[config.mk]
export PLATFORM = sky130hd
export DESIGN_NAME = gcc_out
export DESIGN_NICKNAME = d
export VERILOG_FILES = /design/src/hdl/gcc_pkg.sv /design/src/hdl/gcc_out.sv
export SDC_FILE = /design/constraint.sdc
export NUM_CORES = 1
export LEC_CHECK = 0
export ABC_AREA = 1
export BUFFER_PORTS_ARGS = -buffer_cell sky130_fd_sc_hd__buf_4
export CELL_PAD_IN_SITES_DETAIL_PLACEMENT = 0
export CELL_PAD_IN_SITES_GLOBAL_PLACEMENT = 1
export CORE_MARGIN = 2
export CORE_UTILIZATION = 42
export DETAILED_ROUTE_END_ITERATION = 16
export PLACE_DENSITY = 0.82
export SLEW_MARGIN = 20
export SYNTH_ARGS = -nofsm -noshare
export SYNTH_HDL_FRONTEND = slang
export SYNTH_SLANG_ARGS = --single-unit
[constraint.sdc]
create_clock -name clk -period 7.4 [get_ports clk]
set_input_delay 0.37 -clock clk [delete_from_list [all_inputs] [get_ports clk]]
set_output_delay 0.37 -clock clk [all_outputs]
set_load 0.005 [all_outputs]
[src/hdl/gcc_pkg.sv]
package gcc_pkg;

  // Default store and cell limits
  localparam int MAX_GLYPH_W_DEF = 64;
  localparam int MAX_GLYPH_H_DEF = 64;
  localparam int MAX_CELL_W_DEF  = 64;
  localparam int MAX_CELL_H_DEF  = 64;

  // Configuration port geometry
  localparam int CFG_ADDR_W = 5;
  localparam int CFG_DATA_W = 32;
  localparam int CFG_IDX_W  = 3;

  // Register indexes
  localparam logic [CFG_IDX_W-1:0] REG_FORE_ARGB  = 3'd0;
  localparam logic [CFG_IDX_W-1:0] REG_BACK_ARGB  = 3'd1;
  localparam logic [CFG_IDX_W-1:0] REG_GLYPH_W    = 3'd2;
  localparam logic [CFG_IDX_W-1:0] REG_GLYPH_H    = 3'd3;
  localparam logic [CFG_IDX_W-1:0] REG_VERT_OFF   = 3'd4;
  localparam logic [CFG_IDX_W-1:0] REG_CELL_W     = 3'd5;
  localparam logic [CFG_IDX_W-1:0] REG_CELL_H     = 3'd6;

  // Register reset values
  localparam logic [31:0] FORE_ARGB_RST = 32'hFFFF_FFFF;
  localparam logic [31:0] BACK_ARGB_RST = 32'h0000_0000;
  localparam logic [6:0]  GLYPH_W_RST   = 7'd0;
  localparam logic [6:0]  GLYPH_H_RST   = 7'd0;
  localparam logic [7:0]  VERT_OFF_RST  = 8'd0;
  localparam logic [6:0]  CELL_W_RST    = 7'd16;
  localparam logic [6:0]  CELL_H_RST    = 7'd16;

  // Operation codes
  localparam logic FUNC_LOAD = 1'b0;
  localparam logic FUNC_READ = 1'b1;

  // Color constants
  localparam logic [31:0] RB_MASK    = 32'h00FF_00FF;
  localparam logic [31:0] G_MASK     = 32'h0000_FF00;
  localparam logic [31:0] A_OPAQUE   = 32'hFF00_0000;
  localparam logic [7:0]  FULL_COVER = 8'hFF;
  localparam logic [7:0]  NO_COVER   = 8'h00;

  localparam int COV_W = 8;

  typedef struct packed {
    logic       func;
    logic [5:0] row;
    logic [5:0] col;
    logic [7:0] coverage;
  } in_word_t;

  typedef struct packed {
    logic [31:0] pixel_color;
    logic [6:0]  used_width;
  } out_word_t;

  // Lookup result handed from the address stage to the output stage
  typedef struct packed {
    logic       on_glyph;
    logic [6:0] used_width;
  } geom_t;

endpackage

[src/hdl/gcc_out.sv]
module gcc_out (
  input  logic               clk,
  input  logic               rst_n,
  input  logic               s1_valid,
  input  gcc_pkg::geom_t     s1_geom,
  input  logic [7:0]         cov,
  input  logic [31:0]        fore_argb,
  input  logic [31:0]        back_argb,
  output logic               advance,
  output logic               out_valid,
  input  logic               out_ready,
  output gcc_pkg::out_word_t out_data
);

  logic               out_valid_r, out_valid_nxt;
  gcc_pkg::out_word_t out_data_r, out_data_nxt;
  logic [31:0]        brb, bgg, frb, fgg, prod_rb, prod_g, rb, g, pix;

  always_comb begin
    brb     = back_argb & gcc_pkg::RB_MASK;
    bgg     = back_argb & gcc_pkg::G_MASK;
    frb     = fore_argb & gcc_pkg::RB_MASK;
    fgg     = fore_argb & gcc_pkg::G_MASK;
    // modular 32-bit products, as packed red/blue and lone green
    prod_rb = 32'((frb - brb) * {24'd0, cov});
    prod_g  = 32'((fgg - bgg) * {24'd0, cov});
    rb      = (prod_rb >> 8) + brb;
    g       = (prod_g >> 8) + bgg;

    if (!s1_geom.on_glyph || cov == gcc_pkg::NO_COVER) begin
      pix = back_argb;
    end else if (cov == gcc_pkg::FULL_COVER) begin
      pix = fore_argb;
    end else begin
      pix = (rb & gcc_pkg::RB_MASK) | (g & gcc_pkg::G_MASK) | gcc_pkg::A_OPAQUE;
    end
  end

  assign advance = !out_valid_r || out_ready;

  always_comb begin
    out_valid_nxt = out_valid_r;
    out_data_nxt  = out_data_r;
    if (advance) begin
      out_valid_nxt = s1_valid;
      if (s1_valid) begin
        out_data_nxt.pixel_color = pix;
        out_data_nxt.used_width  = s1_geom.used_width;
      end
    end
  end

  always_ff @(posedge clk) begin
    if (!rst_n) begin
      out_valid_r <= 1'b0;
    end else begin
      out_valid_r <= out_valid_nxt;
    end
    out_data_r <= out_data_nxt;
  end

  assign out_valid = out_valid_r;
  assign out_data  = out_data_r;

endmodule

Yosys cells after proc, flatten, opt, wreduce, memory -nomap -nowiden
Index checks and enable logic that the tools add are counted.
- add/subtract/negate cells: 4
- multiply operators: 2
- bitwise gates (word level): 1
- eq/ne operators: 1
- reductions and logical operators: 6
- mux-type cells: 2
- operators with widths (operator ; number):
    32-bit two-way mux ; 2
    25-bit by 9-bit multiplier with 32-bit output ; 1
    24-bit by 24-bit subtractor with 25-bit output ; 1
    24-bit adder ; 1
    17-bit by 9-bit multiplier with 24-bit output ; 1
    24-bit by 16-bit bitwise OR with 24-bit output ; 1
    16-bit by 16-bit subtractor with 17-bit output ; 1
    16-bit adder ; 1
    8-bit == test (second input constant) ; 1
    8-bit logical NOT ; 1
    1-bit logical NOT ; 2
    1-bit logical OR ; 2
    2-bit AND reduction ; 1
- word-level logic and storage cells: 19
- input port bits: 84
- output and inout bits: 41
- register bits after elaboration: 40

Logic depth before layout (Yosys ltp)
- depth in word-level cells: 6
- depth in mapped cells: 47

Worst setup path after synthesis
No wires, ideal clock.
- path type: input -> register
- start point: input port fore_argb[0]
- end point: register out_data_r, in the netlist out_data[30] (data pin)
- arrival time: 7.189 ns
- stages: 43
- required time: 7.148 ns
- setup slack: -0.041 ns
- cells stage by stage: inv_1 > ha_1 > fa_1 > inv_1 > nand2_1 > o21ai_1 > a21boi_1 > o21ai_2 > buf_4 > inv_1 > o21ai_0 > or2_2 > nand2_1 > inv_1 > nand2_1 > fa_1 > inv_1 > fa_1 > (+7 left out) > nand2_1 > inv_1 > a21oi_1 > nand3_2 > nand3_1 > nand2_1 > a31oi_1 > o21ai_0 > xor2_1 > ha_1 > a21oi_1 > o21bai_1 > a221oi_1 > nand2_1 > nand2_1 > nand3_1 > nand2_1 > nand2_1
- longest elaborated chain between the ends: 6
- RTL lines (what ; line ; source):
    start: declaration ; gcc_out.sv:7 ; input logic [31:0] fore_argb,
    24-bit by 24-bit subtractor with 25-bit output ; gcc_out.sv:25 ; prod_rb = 32'((frb - brb) * {24'd0, cov});
    25-bit by 9-bit multiplier with 32-bit output ; gcc_out.sv:25 ;
    24-bit adder ; gcc_out.sv:27 ; rb = (prod_rb >> 8) + brb;
    24-bit by 16-bit bitwise OR with 24-bit output ; gcc_out.sv:35 ; pix = (rb & gcc_pkg::RB_MASK) | (g & gcc_pkg::G_MASK) | gcc_pkg::A_OPAQUE;
    32-bit two-way mux ; gcc_out.sv:32 ; end else if (cov == gcc_pkg::FULL_COVER) begin
    32-bit two-way mux ; gcc_out.sv:30 ; if (!s1_geom.on_glyph || cov == gcc_pkg::NO_COVER) begin
    via pix[23] ; gcc_out.sv:17 ; logic [31:0] brb, bgg, frb, fgg, prod_rb, prod_g, rb, g, pix;
    end signal: assignment ; gcc_out.sv:59 ; out_data_r <= out_data_nxt;
    end: declaration ; gcc_out.sv:16 ; gcc_pkg::out_word_t out_data_r, out_data_nxt;
The timed path passes the listed nets, and every way through them passes these cells.
A chain may end at the register's enable or synchronous reset.

Final worst setup path
- start point: input port fore_argb[2]
- end point: register out_data_r, in the netlist out_data[30] (data pin)
The elaborated chain is that of the path after synthesis.

==> reports/qor_table.md <==
| Group | Result | Reported |
|---|---|---|
| synthesis | Xor and xnor fraction of the mapped netlist area | 0.0396 |
| drt | First DRT Iteration DRCs | 571 |
| placement | Post-Place Setup Slack | -0.656 ns |
| floorplan | Area of the core | 30600 sq um |
| placement | Count of input and output buffers | 124 |
| critical path | Classification of the worst setup path | in -> reg |
| synthesis | Most frequently used cell type in the post-synthesis netlist | inv_1 |
| hold path | Number of stages on the worst hold path | 1 |
| synthesis | Portion of synthesized cell area occupied by the leading cell type | 0.321 |
| critical path | Type of origin of the critical path | input port |
| global routing | Number of global-route vias before repair | 12600 |
| final layout | Area added between synthesis and finish | 30.9% |
| floorplan | Chip Width | 180 um |
| synthesis | Simple-gate portion of the synthesized area | 0.203 |
| drt | Vias | 12100 |
| clocking | Deepest clock path buffer count | 2 |
| critical path | Most numerous cell on the critical path | nand2_2 |
| hold path | Endpoint with the worst hold slack | out_data[5] |
| timing | Clock period minus worst slack | 7.32 ns |
| final layout | Net total in the final layout | 2483 |
| synthesis | Library cell occupying the most area in the post-synthesis netlist | fa_1 |
| clocking | Sink Count | 40 |
| hold path | Hold Path Origin | s1_geom[5] |
| clocking | Number of buffers created by CTS | 5 |
| timing | Transition time at the pin with the least slew margin | 0.777 ns |
| synthesis | Post-synthesis mux area share | 0 |
| critical path | Crit end category | flip-flop |
| synthesis | Commonest cells post-synth | inv_1 (429), nand2_1 (314), nor2_1 (214) |
| clocking | Clock slew seen by the registers of the worst setup and hold paths | 0.07 ns |
| drt | Remaining antenna violation count | 0 |
| clocking | Clock tree from TritonCTS | done |
| critical path | Critical register-to-register path startpoint | out_valid |
| drt | Drt pass-1 iters | 5 |
| critical path | R2r endpoint | out_data[28] |
| floorplan | Effective utilization at floorplan | 0.426 |
| synthesis | Syn. warnings | 0 |
| synthesis | Leading cell types by total area after synthesis | fa_1 (32%), ha_1 (13%), inv_1 (12%) |
| critical path | Slack of the worst reg-to-reg path | 6.08 ns |
| global routing | Largest net degree at the start of global routing | 42 |
| placement | Final weighted congestion in routability-driven placement | 0.898 |
| synthesis | Adder and majority gate portion of the synthesized area | 0.449 |
| critical path | Data arrival time at the worst-slack endpoint | 7.37 ns |
| global routing | Global-route wire length before repair | 61.8 mm |
| placement | Number of cells after detailed placement | 2398 |
| critical path | FF-to-FF path depth | 2 |
| timing | Largest clock skew in the final design | 0.00616 ns |
| synthesis | Portion of the post-synthesis area used by sequential elements | 0.0915 |
| outcome | Run status | finished, final reports clean |
| clocking | Clock H-tree levels | 2 |
| global routing | Remaining Overflow, GRT | 0 |
| clocking | Root buffer selected by CTS | clkbuf_16 |
| synthesis | Largest family of logic cells by synthesized area | adder cells |
| floorplan | Height of the die | 180 um |
| global routing | Gr usage total | 0.233 |
| timing | Final-report hold violation count | 0 |
| global routing | Antenna violations before repair | 0 |
| placement | Detailed placer's ending HPWL | 31.3 mm |
| timing | Final worst slack | 0.0764 ns |
| timing | Unrepaired setup endpoints after global routing | yes |
| critical path | Required time of the critical path | 7.45 ns |
| drt | Routed vias/inst | 4.91 |
| timing | Final setup TNS | 0 ns |
| final layout | Final standard cell count with taps included and fillers excluded | 2455 |
| timing | Hold_ws | 0.250 ns |
| synthesis | Library cells used by synthesis | 53 |
| synthesis | FFs w/ async S/R, synth | 0 |
| drt | Total Routed Length | 38.1 mm |
| synthesis | Total nets after synthesis | 2158 |
| synthesis | Number of cells produced by synthesis | 1732 |
| synthesis | Post-synthesis compound-gate area fraction | 0.0789 |
| drt | Residual DRC count | 0 |
| final layout | Fraction of layout instances using a drive strength above 1 | 0.269 |
| synthesis | Primary flip-flop cell chosen by synthesis mapping | edfxtp_1 |
| critical path | Cell with the largest stage delay on the worst path | fa_1 |
| timing | Pins Over Slew Limit | 0 |
| floorplan | Die Outline Area | 32400 sq um |
| synthesis | Synthesis-stage register bit count | 40 |
| clocking | Clock network latency to the later pin of the worst-skew pair | 0.29 ns |
| drt | Routed length per placed instance | 15.5 um |
| critical path | Largest stage delay on the critical path | 0.57 ns |
| timing | Post-route fraction of the period consumed by the critical path | 0.990 |
| timing | Worst slew margin relative to its limit | 0.482 |
| synthesis | Post-Syn Area | 13000 sq um |
| synthesis | EDFF count, synth | 39 |
| clocking | Hold buffer count at CTS | 0 |
| critical path | Crit-path max FO | 4 |
| floorplan | Boundary pin count | 125 |
| hold path | Classification of the worst-slack hold path | in -> reg |
| job | Max_cap viols | 0 |
| timing | Final setup violation count | 0 |
| synthesis | Synthesized area divided by synthesized cell count | 7.52 sq um |
| timing | Timing-limited maximum frequency | 137 MHz |
| floorplan | Number of rows created at floorplan | 64 |
stage by stage:
| step | utilization | area [sq um] |
|---|---|---|
| after CTS | 0.525 | 16100 |
| after global routing | 0.557 | 17000 |
| final | 0.557 | 17000 |
| after detailed placement | 0.514 | 15700 |
| after global placement | 0.514 | 15700 |
| after floorplan | - | 13000 |
critical path: cells and delay by family:
kind / cells / cell delay (ns)
adders and majority gates: 7 / 2.86
AOI/OAI and AO/OA: 11 / 1.90
and+or+nand+nor: 14 / 1.07
buffers and inverters: 9 / 0.70
xor gates and xnor gates: 2 / 0.43
layout by cell type, fill, tap and decap left out, types with 13 or more instances in the layout:
cell type and instances:
inv_1 398, buf_4 343, nand2_1 280, nor2_1 206
fa_1 205, ha_1 112, a21oi_1 49, nand3_1 44
edfxtp_1 39, o21ai_0 35, inv_2 34, nand2_2 33
xor2_1 33, a21oi_2 26, xnor2_1 20, ha_4 19
nand4_1 13
worst max path at each step:
stage                  from      endpoint  slack, ns  cells after the start
5_1_grt        back_argb[2]  out_data[29]      -0.25                     48
6_report       fore_argb[2]  out_data[30]       0.08                     43
3_5_place_dp   fore_argb[0]  out_data[29]      -0.66                     45
4_1_cts        back_argb[2]  out_data[29]      0.002                     50
2_1_floorplan  fore_argb[0]  out_data[30]      0.006                     43
3_3_place_gp   fore_argb[0]  out_data[30]      -0.49                     41
timing repair:
item,CTS,global route
gates resized for setup,34,174
pin swaps,16,121
endpoints found under the setup margin,6,10
buffers inserted,8,41
logic make-up after synthesis:
group	Yosys count
simple gates	641
buf+inv	475
fa+ha+maj	342
compound gates	176
xor+xnor	58
flops	40
per-layer routing:
metal / vias to the layer above / part of all wire / GRT usage
met2: 258 / 0.50 / 0.423
met3: 41 / 0.039 / 0.0234
li1: 5876 / - / -
met1: 5881 / 0.44 / 0.306
met5: - / 0 / 0
met4: 0 / 0.018 / 0.0406
sequential cells by signal, indices dropped and copies added, names as in the netlist:
signal,cells
out_valid,1
out_data,39
layout make-up:
class,instances,area (sq um)
fill,2887,13600
multi-input combinational,1217,10800
timing repair buffer,357,2750
inverter,436,1650
sequential,40,1190
tap,396,495
clock buffer,6,129
clock inverter,2,12.5
antenna,1,2.50
Power is not shown: default switching activity piles up to over one toggle a cycle in this logic, so the estimate is an artifact.
