--- src/hdl/gcc_pkg.sv ---
package gcc_pkg;

  // Default store and cell limits
  localparam int MAX_GLYPH_W_DEF = 64;
  localparam int MAX_GLYPH_H_DEF = 64;
  localparam int MAX_CELL_W_DEF  = 64;
  localparam int MAX_CELL_H_DEF  = 64;

  // Configuration port geometry
  localparam int CFG_ADDR_W = 5;
  localparam int CFG_DATA_W = 32;
  localparam int CFG_IDX_W  = 3;

  // Register indexes
  localparam logic [CFG_IDX_W-1:0] REG_FORE_ARGB  = 3'd0;
  localparam logic [CFG_IDX_W-1:0] REG_BACK_ARGB  = 3'd1;
  localparam logic [CFG_IDX_W-1:0] REG_GLYPH_W    = 3'd2;
  localparam logic [CFG_IDX_W-1:0] REG_GLYPH_H    = 3'd3;
  localparam logic [CFG_IDX_W-1:0] REG_VERT_OFF   = 3'd4;
  localparam logic [CFG_IDX_W-1:0] REG_CELL_W     = 3'd5;
  localparam logic [CFG_IDX_W-1:0] REG_CELL_H     = 3'd6;

  // Register reset values
  localparam logic [31:0] FORE_ARGB_RST = 32'hFFFF_FFFF;
  localparam logic [31:0] BACK_ARGB_RST = 32'h0000_0000;
  localparam logic [6:0]  GLYPH_W_RST   = 7'd0;
  localparam logic [6:0]  GLYPH_H_RST   = 7'd0;
  localparam logic [7:0]  VERT_OFF_RST  = 8'd0;
  localparam logic [6:0]  CELL_W_RST    = 7'd16;
  localparam logic [6:0]  CELL_H_RST    = 7'd16;

  // Operation codes
  localparam logic FUNC_LOAD = 1'b0;
  localparam logic FUNC_READ = 1'b1;

  // Color constants
  localparam logic [31:0] RB_MASK    = 32'h00FF_00FF;
  localparam logic [31:0] G_MASK     = 32'h0000_FF00;
  localparam logic [31:0] A_OPAQUE   = 32'hFF00_0000;
  localparam logic [7:0]  FULL_COVER = 8'hFF;
  localparam logic [7:0]  NO_COVER   = 8'h00;

  localparam int COV_W = 8;

  typedef struct packed {
    logic       func;
    logic [5:0] row;
    logic [5:0] col;
    logic [7:0] coverage;
  } in_word_t;

  typedef struct packed {
    logic [31:0] pixel_color;
    logic [6:0]  used_width;
  } out_word_t;

  // Lookup result handed from the address stage to the output stage
  typedef struct packed {
    logic       on_glyph;
    logic [6:0] used_width;
  } geom_t;

endpackage

--- src/hdl/gcc_geom.sv ---
module gcc_geom #(
  parameter int MAX_GLYPH_W = gcc_pkg::MAX_GLYPH_W_DEF,
  parameter int MAX_GLYPH_H = gcc_pkg::MAX_GLYPH_H_DEF,
  parameter int MAX_CELL_W  = gcc_pkg::MAX_CELL_W_DEF,
  parameter int MAX_CELL_H  = gcc_pkg::MAX_CELL_H_DEF,
  parameter int ADDR_W      = $clog2(MAX_GLYPH_W * MAX_GLYPH_H)
) (
  input  gcc_pkg::in_word_t  in_data,
  input  logic [6:0]         glyph_width,
  input  logic [6:0]         glyph_height,
  input  logic [7:0]         vertical_offset,
  input  logic [6:0]         cell_width,
  input  logic [6:0]         cell_height,
  output gcc_pkg::geom_t     geom,
  output logic [ADDR_W-1:0]  rd_addr,
  output logic [ADDR_W-1:0]  wr_addr,
  output logic               wr_ok
);

  function automatic logic [6:0] sat_dim(input logic [6:0] v, input int mx);
    logic [8:0] lim;
    lim = 9'(mx);
    if ({2'b00, v} > lim) begin
      return 7'(mx);
    end
    return v;
  endfunction

  logic [6:0]        gw, gh, cw, ch, w, yoff, half;
  logic              narrow, in_cell, in_glyph;
  logic signed [7:0] diff, x_off;
  logic [7:0]        mag;
  logic signed [8:0] gy, gx;

  always_comb begin
    gw = sat_dim(glyph_width, MAX_GLYPH_W);
    gh = sat_dim(glyph_height, MAX_GLYPH_H);
    cw = sat_dim(cell_width, MAX_CELL_W);
    ch = sat_dim(cell_height, MAX_CELL_H);

    // halve the cell for a narrow glyph
    narrow = ({2'b00, gw} + {1'b0, gw, 1'b0}) < {1'b0, cw, 1'b0};
    w = narrow ? {1'b0, cw[6:1]} : cw;

    // centering offset truncates toward zero
    diff  = $signed({1'b0, w}) - $signed({1'b0, gw});
    mag   = diff[7] ? 8'(-diff) : 8'(diff);
    half  = mag[7:1];
    x_off = diff[7] ? -$signed({1'b0, half}) : $signed({1'b0, half});

    yoff = vertical_offset[7] ? 7'd0 : vertical_offset[6:0];

    gy = $signed({3'b000, in_data.row}) - $signed({2'b00, yoff});
    gx = $signed({3'b000, in_data.col}) - $signed({x_off[7], x_off});

    in_cell  = ({1'b0, in_data.row} < ch) && ({1'b0, in_data.col} < w);
    in_glyph = !gy[8] && (gy[7:0] < {1'b0, gh}) && !gx[8] && (gx[7:0] < {1'b0, gw});

    geom.on_glyph   = in_cell && in_glyph;
    geom.used_width = w;

    rd_addr = ADDR_W'(32'(gy[7:0]) * 32'(MAX_GLYPH_W) + 32'(gx[7:0]));
    wr_addr = ADDR_W'(32'(in_data.row) * 32'(MAX_GLYPH_W) + 32'(in_data.col));
    wr_ok   = (32'(in_data.row) < 32'(MAX_GLYPH_H)) && (32'(in_data.col) < 32'(MAX_GLYPH_W));
  end

endmodule

--- config.mk ---
export PLATFORM = sky130hd
export DESIGN_NAME = gcc_geom
export DESIGN_NICKNAME = d
export VERILOG_FILES = /design/src/hdl/gcc_pkg.sv /design/src/hdl/gcc_geom.sv
export SDC_FILE = /design/constraint.sdc
export NUM_CORES = 1
export LEC_CHECK = 0
export ABC_AREA = 0
export BUFFER_PORTS_ARGS = -buffer_cell sky130_fd_sc_hd__clkbuf_2
export CAP_MARGIN = 20
export CORE_MARGIN = 2
export CORE_UTILIZATION = 49
export DETAILED_ROUTE_END_ITERATION = 8
export GPL_TIMING_DRIVEN = 0
export PLACE_DENSITY = 0.81
export SLEW_MARGIN = 20
export SYNTH_ARGS = -nofsm -noshare
export SYNTH_HDL_FRONTEND = slang
export SYNTH_SLANG_ARGS = --single-unit
--- constraint.sdc ---
create_clock -name vclk -period 8.27
set_clock_uncertainty 0.2 [all_clocks]
set_input_delay 0.4135 -clock vclk [all_inputs]
set_output_delay 0.4135 -clock vclk [all_outputs]
set_load 0.1 [all_outputs]
== Word level (Yosys, flattened, before mapping) ==
Cells that the tools add are included.

* Add/subtract/negate cells: 8
* Magnitude comparators: 9
* Multiplexer cells: 16
* Reduce and logical (&&, ||, !) cells: 7

{| class="wikitable"
|+ Operator list
! kind !! count
|-
| two-way mux 7 bit || 10
|-
| > comparator 7 bit (second input constant) || 4
|-
| less-than comparator 8 x 7 -> 1 bit || 2
|-
| two-way mux 8 bit || 2
|-
| less-than comparator 6 x 7 -> 1 bit || 2
|-
| adder 12 x 6 -> 12 bit || 1
|-
| adder 12 x 8 -> 12 bit || 1
|-
| adder 7 x 8 -> 9 bit || 1
|-
| less-than comparator 9 x 8 -> 1 bit || 1
|-
| subtractor 7 x 8 -> 9 bit || 1
|-
| negation 7 -> 8 bit || 1
|-
| negation 8 bit || 1
|-
| subtractor 6 x 7 -> 8 bit || 1
|-
| subtractor 7 x 7 -> 8 bit || 1
|-
| logical AND 1 bit || 5
|-
| two-way mux 1 bit || 4
|-
| zero test 1 bit || 2
|}

* Flip-flop bits (word level): 0
* Input port bits: 57
* Output and inout port bits: 33
* Word-level logic and storage cells: 40

== Logic depth before layout (Yosys ltp) ==
Gate-level depths: netlist (run 1).

* Depth in word-level cells: 16
* Mapped depth: 45
* Mapped depth without buffers: 44

== Worst setup path before layout (run 1) ==
Ideal clock, no wire load.

* Path kind: input -> output
* From: in glyph_width[6]
* To: out geom[7] in the netlist's numbering
* Arrival: 13036 ps
* Required time: 7656 ps
* Slack: -5380 ps
* Stages: 42
* Buffers on the path: 1
* Cell sequence: buf_2 inv_1 nand2_1 inv_1 ha_1 ha_1 inv_1 nor2_1 o21ai_0 a21boi_0 nor3_1 a21oi_1 o21ai_0 ha_1 nand3_1 nor3_1 nor2_1 o21ai_0 (+6 left out) nor2_1 a21oi_1 ha_1 nand2_1 o21ai_0 inv_1 ha_1 nor2b_1 o21ai_0 nand2b_1 a21o_1 a21o_1 xor2_1 ha_1 nor2b_1 o21ai_0 o2111ai_1 a211oi_1

{| class="wikitable"
|+ RTL lines
! element !! RTL line !! text
|-
| start: declaration || gcc_geom.sv:9 || <nowiki>input logic [6:0] glyph_width,</nowiki>
|-
| end: declaration || gcc_geom.sv:14 || <nowiki>output gcc_pkg::geom_t geom,</nowiki>
|}

== Final worst setup path (run 1) ==
* From: in glyph_width[6]
* To: out rd_addr[11]

* Word-level cells in the longest chain between the ends: 13

{| class="wikitable"
|+ RTL lines
! element !! RTL line !! text
|-
| > comparator 7 bit || gcc_geom.sv:23 || <nowiki>if ({2'b00, v} > lim) begin</nowiki>
|-
| two-way mux 1 bit || gcc_geom.sv:23 ||
|-
| two-way mux 7 bit (*) || gcc_geom.sv:26 || <nowiki>return v;</nowiki>
|-
| adder 7 x 8 -> 9 bit || gcc_geom.sv:42 || <nowiki>narrow = ({2'b00, gw} + {1'b0, gw, 1'b0}) < {1'b0, cw, 1'b0};</nowiki>
|-
| less-than comparator 9 x 8 -> 1 bit || gcc_geom.sv:42 ||
|-
| two-way mux 7 bit || gcc_geom.sv:43 || <nowiki>w = narrow ? {1'b0, cw[6:1]} : cw;</nowiki>
|-
| subtractor 7 x 7 -> 8 bit (*) || gcc_geom.sv:46 || <nowiki>diff = $signed({1'b0, w}) - $signed({1'b0, gw});</nowiki>
|-
| negation 8 bit || gcc_geom.sv:47 || <nowiki>mag = diff[7] ? 8'(-diff) : 8'(diff);</nowiki>
|-
| two-way mux 8 bit || gcc_geom.sv:47 ||
|-
| negation 7 -> 8 bit || gcc_geom.sv:49 || <nowiki>x_off = diff[7] ? -$signed({1'b0, half}) : $signed({1'b0, half});</nowiki>
|-
| two-way mux 8 bit (*) || gcc_geom.sv:49 ||
|-
| subtractor 7 x 8 -> 9 bit (*) || gcc_geom.sv:54 || <nowiki>gx = $signed({3'b000, in_data.col}) - $signed({x_off[7], x_off});</nowiki>
|-
| adder 12 x 8 -> 12 bit (*) || gcc_geom.sv:62 || <nowiki>rd_addr = ADDR_W'(32'(gy[7:0]) * 32'(MAX_GLYPH_W) + 32'(gx[7:0]));</nowiki>
|-
| end: declaration || gcc_geom.sv:15 || <nowiki>output logic [ADDR_W-1:0] rd_addr,</nowiki>
|}

Mark *: on every way between the ends. The rest lies on a longest branch, timed or not.

==> impl_metrics.sql, run 1 <==
INSERT INTO impl_metrics (metric_group, metric, value, unit) VALUES
('sta', 'layout_worst_path_cycle_share', '100', '%'),
('global_routing', 'grt_first_pass_wirelength', '13400', 'um'),
('placement', 'detailed_place.area', '3650', 'sq um'),
('clocking', 'cts.hold.buffers_added', '0', ''),
('run', 'drv_cap', '0', ''),
('critical_path', 'critical_path_arrival', '7700', 'ps'),
('sta', 'timing.final.ws_setup', '-40.5', 'ps'),
('floorplanning', 'die-height', '78.4', 'um'),
('global_routing', 'number_of_antenna_violations_at_the_first_check_in_global_routing', '0', ''),
('route', 'antenna_left', '0', ''),
('critical_path', 'cp_slowest_cell', 'ha_1', ''),
('final_layout', 'filler_cell_count', '305', ''),
('floorplanning', 'floorplan.rows', '27', ''),
('route', 'route.detailed.vias_per_inst', '5.97', ''),
('route', 'drt-pass1-iter-count', '4', ''),
('placement', 'detailed_place_hpwl', '6520', 'um'),
('critical_path', 'worst_setup_path_end_kind', 'output port', ''),
('yosys', 'post_synth.cell_area_avg', '7.16', 'sq um'),
('yosys', 'synthCells', '379', ''),
('critical_path', 'worst_setup_path_start_kind', 'input port', ''),
('critical_path', 'timing.critical_path.fanout_max', '10', ''),
('placement', 'port_buffers', '78', ''),
('sta', 'timing.final.max_slew_violations', '0', ''),
('floorplanning', 'initial_core_util', '49.9', '%'),
('sta', 'timing.final.hold_violations', '0', ''),
('critical_path', 'critical_path_class', 'input port to output port', ''),
('critical_path', 'critPathBufInv', '6', ''),
('floorplanning', 'fp.coreArea', '5440', 'sq um'),
('yosys', 'yosysSeqAreaShare', '0', '%'),
('critical_path', 'crit_cells', '43', ''),
('floorplanning', 'die_x', '78.4', 'um'),
('global_routing', 'grt_start_max_net_pins', '11', ''),
('status', 'outcome', 'complete, but fails checks', ''),
('yosys', 'synth.distinct_cells', '64', ''),
('global_routing', 'global_route.usage.total', '26.1', '%'),
('route', 'drc', '0', ''),
('hold_path', 'hold_path_depth', '3', ''),
('final_layout', 'fin_nets', '603', ''),
('sta', 'worst_pin_slew', '678', 'ps'),
('placement', 'place_ws', '-985', 'ps'),
('final_layout', 'clock_buffer_count', '0', ''),
('final_layout', 'numSequentialCells', '0', ''),
('critical_path', 'worst-endpoint-required', '7660', 'ps'),
('final_layout', 'final_layout_size_suffix_gt1_share', '48.2', '%'),
('final_layout', 'area_overhead_of_the_layout_relative_to_synthesis', '61.4', '%'),
('floorplanning', 'top_level_ports', '90', ''),
('yosys', 'mappedNetlistNets', '492', ''),
('yosys', 'netlist_area', '2710', 'sq um'),
('global_routing', 'grt.overflow.total', '0', ''),
('sta', 'aggregate_negative_setup_slack', '-61.1', 'ps'),
('yosys', 'synth.yosys.warnings', '0', ''),
('route', 'detail_route.wl_per_cell', '18.0', 'um'),
('final_layout', 'ff_latch_area', '0', 'sq um'),
('sta', 'period_needed', '8310', 'ps'),
('final_layout', 'stdcell_area', '4380', 'sq um'),
('critical_path', 'cpLargestDelayFamily', 'compound AO/OA/AOI/OAI gates', ''),
('route', 'routed-via-count', '3343', ''),
('global_routing', 'grt_pass1_vias', '3018', ''),
('sta', 'fmax', '120', 'MHz'),
('placement', 'place.gp.congestion', '0.877', ''),
('hold_path', 'hold_class', 'input port to output port', ''),
('status', 'violations', 'negative setup slack', ''),
('critical_path', 'slowest_delay', '300', 'ps'),
('final_layout', 'multi_input_comb_area', '3290', 'sq um'),
('route', 'wl', '10100', 'um'),
('floorplanning', 'die-area', '6150', 'sq um'),
('sta', 'setup-violations-final', '2', ''),
('final_layout', 'insertedDiodeCount', '0', ''),
('sta', 'maxSlewHeadroom', '54.6', '%'),
('route', 'initialDrtViolationCount', '185', '');
-- synthesized netlist by cell type (3+ instances only) --
cell type	count	area share (%)
nand2_1	34	4.7
ha_1	53	24
nor2_1	24	3.3
o21a_1	3	0.83
inv_1	31	4.3
a21oi_1	28	5.2
nor3_1	8	1.5
nand3_1	11	2.0
nand4_1	3	0.69
o21ai_0	22	4.1
a211oi_1	3	0.83
or3_1	3	0.69
nand2b_1	19	4.4
mux2i_1	5	1.8
nor2b_1	12	2.8
buf_4	14	3.9
a31oi_1	3	0.69
o31ai_1	4	1.1
xor2_1	18	5.8
and3_1	3	0.69
fa_1	3	2.2
xnor2_1	12	3.9
and2_1	3	0.69
buf_2	3	0.55
a21o_1	9	2.5
-- per-layer routing --
metal	share of wire, %	vias up	wire [um]	track usage, %
met5	0	-	0	0
met4	2.5	0	247	5.09
met3	4.9	29	489	1.38
met2	51	153	5110	48.8
met1	42	1590	4210	33.3
li1	-	1571	-	-
-- cells in the final DEF (no fill, tap or decap), types with 9 or more instances in the layout --
cell | netlist | layout
clkbuf_2 | 0 | 72
nor2_1 | 24 | 15
nand2_1 | 34 | 32
buf_4 | 14 | 46
nor2b_1 | 12 | 11
inv_1 | 31 | 26
a21oi_1 | 28 | 22
xor2_1 | 18 | 10
ha_4 | 0 | 12
ha_1 | 53 | 37
nand2b_1 | 19 | 18
o21ai_0 | 22 | 9
-- cells by family after synthesis --
family          after synthesis  share of synthesized area [%]
mux                           5                           1.85
xor+xnor                     31                           10.3
other cells                   1                          0.138
compound gates              103                           27.1
buf+inv                      52                           9.27
simple gates                130                           24.4
fa+ha+maj                    57                           27.0
-- area by class of cell --
cell class,instances,area share (%)
plain buffers,18,3.60
inverters,33,3.32
multi-input cells,327,75.0
well taps,72,2.06
repair buffers,110,16.0
-- what timing repair did --
action,in CTS,in global routing
pin swaps,6,49
endpoints found under the setup margin,7,6
hold endpoints to repair,0,0
gates resized for setup,33,66
setup buffers,9,23
-- worst paths after layout --
kind	from	end	slack [ps]
worst min-delay path	in_data[8]	wr_addr[0]	1200
worst max-delay path	glyph_width[6]	rd_addr[11]	-40
-- metrics by stage --
step / hold WS, ps / util, % / std cells
after floorplan: 727 / - / 379
after global placement: 1200 / 67.1 / 529
after detailed placement: 1200 / 67.1 / 529
after CTS: 1200 / 71.5 / 538
after global routing: 1210 / 80.5 / 560
final: 1200 / 80.5 / 560
Power of run 1 is not shown: default switching activity piles up to over one toggle a cycle in this logic, so the estimate is an artifact.
==> run 2: changes to the inputs <==
--- a/config.mk
+++ b/config.mk
@@ -9,10 +9,10 @@
 export BUFFER_PORTS_ARGS = -buffer_cell sky130_fd_sc_hd__clkbuf_2
 export CAP_MARGIN = 20
 export CORE_MARGIN = 2
-export CORE_UTILIZATION = 49
+export CORE_UTILIZATION = 59
 export DETAILED_ROUTE_END_ITERATION = 8
 export GPL_TIMING_DRIVEN = 0
-export PLACE_DENSITY = 0.81
+export PLACE_DENSITY = 0.91
 export SLEW_MARGIN = 20
 export SYNTH_ARGS = -nofsm -noshare
 export SYNTH_HDL_FRONTEND = slang
==> constraint.sdc (replaced) <==
create_clock -name vclk -period 10.19
set_clock_uncertainty 0.2 [all_clocks]
set_input_delay 0.5095 -clock vclk [all_inputs]
set_output_delay 0.5095 -clock vclk [all_outputs]
set_load 0.1 [all_outputs]
==> impl_metrics.sql, run 2 (synthesis results as in run 1) <==
INSERT INTO impl_metrics (metric_group, metric, value, unit) VALUES
('placement', 'detailed_place_hpwl', '6420', 'um'),
('critical_path', 'critical_path_arrival', '9010', 'ps'),
('global_routing', 'grt_pass1_vias', '2854', ''),
('global_routing', 'grt_met2_use', '52.6', '%'),
('floorplanning', 'top_level_ports', '90', ''),
('final_layout', 'area_overhead_of_the_layout_relative_to_synthesis', '24.5', '%'),
('sta', 'setup-violations-final', '0', ''),
('critical_path', 'critical_path_launch_point', 'glyph_width[6]', ''),
('final_layout', 'post-route-util', '77.1', '%'),
('route', 'wl', '7830', 'um'),
('hold_path', 'min-delay-start', 'in_data[14]', ''),
('floorplanning', 'die-height', '71.8', 'um'),
('final_layout', 'final_layout_size_suffix_gt1_share', '29.1', '%'),
('critical_path', 'worst_setup_path_end_kind', 'output port', ''),
('placement', 'place.gp.congestion', '1.01', ''),
('floorplanning', 'fp.coreArea', '4380', 'sq um'),
('floorplanning', 'die_x', '71.8', 'um'),
('floorplanning', 'die-area', '5160', 'sq um'),
('sta', 'maxSlewHeadroom', '38.3', '%'),
('global_routing', 'grt.overflow.total', '0', ''),
('placement', 'port_buffers', '78', ''),
('critical_path', 'timing.critical_path.to', 'rd_addr[11]', ''),
('final_layout', 'mostFrequentLayoutCells', 'clkbuf_2, ha_1, nand2_1', ''),
('sta', 'fmax', '103', 'MHz'),
('final_layout', 'insertedDiodeCount', '0', ''),
('route', 'detail_route.wl_per_cell', '15.3', 'um'),
('sta', 'rsz0062_at_grt', 'yes', ''),
('final_layout', 'ff_latch_area', '0', 'sq um'),
('critical_path', 'timing.critical_path.fanout_max', '10', ''),
('critical_path', 'cp_slowest_cell', 'clkbuf_2', ''),
('floorplanning', 'initial_core_util', '61.9', '%'),
('global_routing', 'global_route.usage.total', '28.9', '%'),
('final_layout', 'filler_cell_count', '320', ''),
('sta', 'layout_worst_path_cycle_share', '95.4', '%'),
('route', 'initialDrtViolationCount', '229', ''),
('global_routing', 'layer_with_the_highest_usage', 'met2', ''),
('final_layout', 'numSequentialCells', '0', ''),
('global_routing', 'grt_first_pass_wirelength', '12500', 'um'),
('floorplanning', 'floorplan.rows', '24', ''),
('sta', 'worst_pin_slew', '918', 'ps'),
('route', 'routed-via-count', '3096', ''),
('route', 'route.detailed.vias_per_inst', '6.05', ''),
('route', 'drt-pass1-iter-count', '5', ''),
('run', 'drv_cap', '0', ''),
('status', 'outcome', 'completed', ''),
('critical_path', 'slowest_delay', '470', 'ps'),
('final_layout', 'final_common_cell', 'clkbuf_2', ''),
('final_layout', 'clock_buffer_count', '0', ''),
('global_routing', 'use_met3', '1.13', '%'),
('final_layout', 'fin_nets', '575', ''),
('route', 'antenna_left', '0', ''),
('critical_path', 'critical_path_class', 'input port to output port', ''),
('critical_path', 'critical-path-top-cell-by-count', 'ha_1', ''),
('critical_path', 'worst-endpoint-required', '9480', 'ps'),
('sta', 'timing.final.hold_violations', '0', ''),
('hold_path', 'hold_class', 'input port to output port', ''),
('critical_path', 'worst_setup_path_start_kind', 'input port', ''),
('sta', 'timing.final.max_slew_violations', '0', ''),
('route', 'drc', '0', ''),
('global_routing', 'grtUsageMet1', '39.2', '%'),
('sta', 'period_needed', '9720', 'ps'),
('global_routing', 'grt_start_max_net_pins', '11', ''),
('global_routing', 'number_of_antenna_violations_at_the_first_check_in_global_routing', '0', '');
-- run 2: changes by cell type in the layout (fill, tap and decap cells not counted), sizes merged --
| cell | change |
|---|---|
| buf | -31 |
| clkbuf | +3 |
| clkinv | -1 |
| inv | +1 |
-- run 2: final cells by class --
cell class         count  area, sq um  area share (%)
repair buffers        81          420            12.4
inverters             33          128            3.78
multi-input cells    327         2640            78.1
well taps             52         65.1            1.93
plain buffers         19          128            3.78
-- run 2: per-layer routing --
layer,up-vias,share of wire [%]
met5,-,0
met4,0,2.2
met3,30,7.5
met2,157,48
met1,1400,42
li1,1509,-
-- run 2: through the flow --
step / worst slack (ps) / setup TNS, ps / hold WS (ps) / instance area, sq um / std cells
3_3_place_gp: 192 / 0 / 1380 / 3260 / 509
4_1_cts: 60.3 / 0 / 1400 / 3260 / 509
6_report: 466 / 0 / 1400 / 3380 / 512
5_1_grt: -105 / -290 / 1410 / 3380 / 512
2_1_floorplan: -277 / -277 / 1000 / 2810 / 379
3_5_place_dp: -66.2 / -66.2 / 1400 / 3260 / 509
-- run 2: worst min-delay path by stage --
stage / to / cells after the start
after global placement: wr_addr[0] / 3
final: wr_addr[6] / 3
after global routing: wr_addr[6] / 3
after CTS: wr_addr[6] / 3
after floorplan: geom[1] / 1
after detailed placement: wr_addr[6] / 3
-- run 2: repair_timing --
item                       in CTS  in global routing
hold buffers                    0                  0
setup endpoints to repair       1                  7
setup buffers                   0                  3
pin swaps                       0                  2
gates resized for setup         1                 23
-- run 2: critical path: cells and delay by family --
kind,cells,cell delay [ps]
buffers and inverters,5,1120
adders and majority gates,8,2380
xor gates and xnor gates,4,620
and+or+nand+nor,13,2860
muxes,1,110
AOI/OAI and AO/OA,8,1370
Power of run 2 is left out for the same reason.
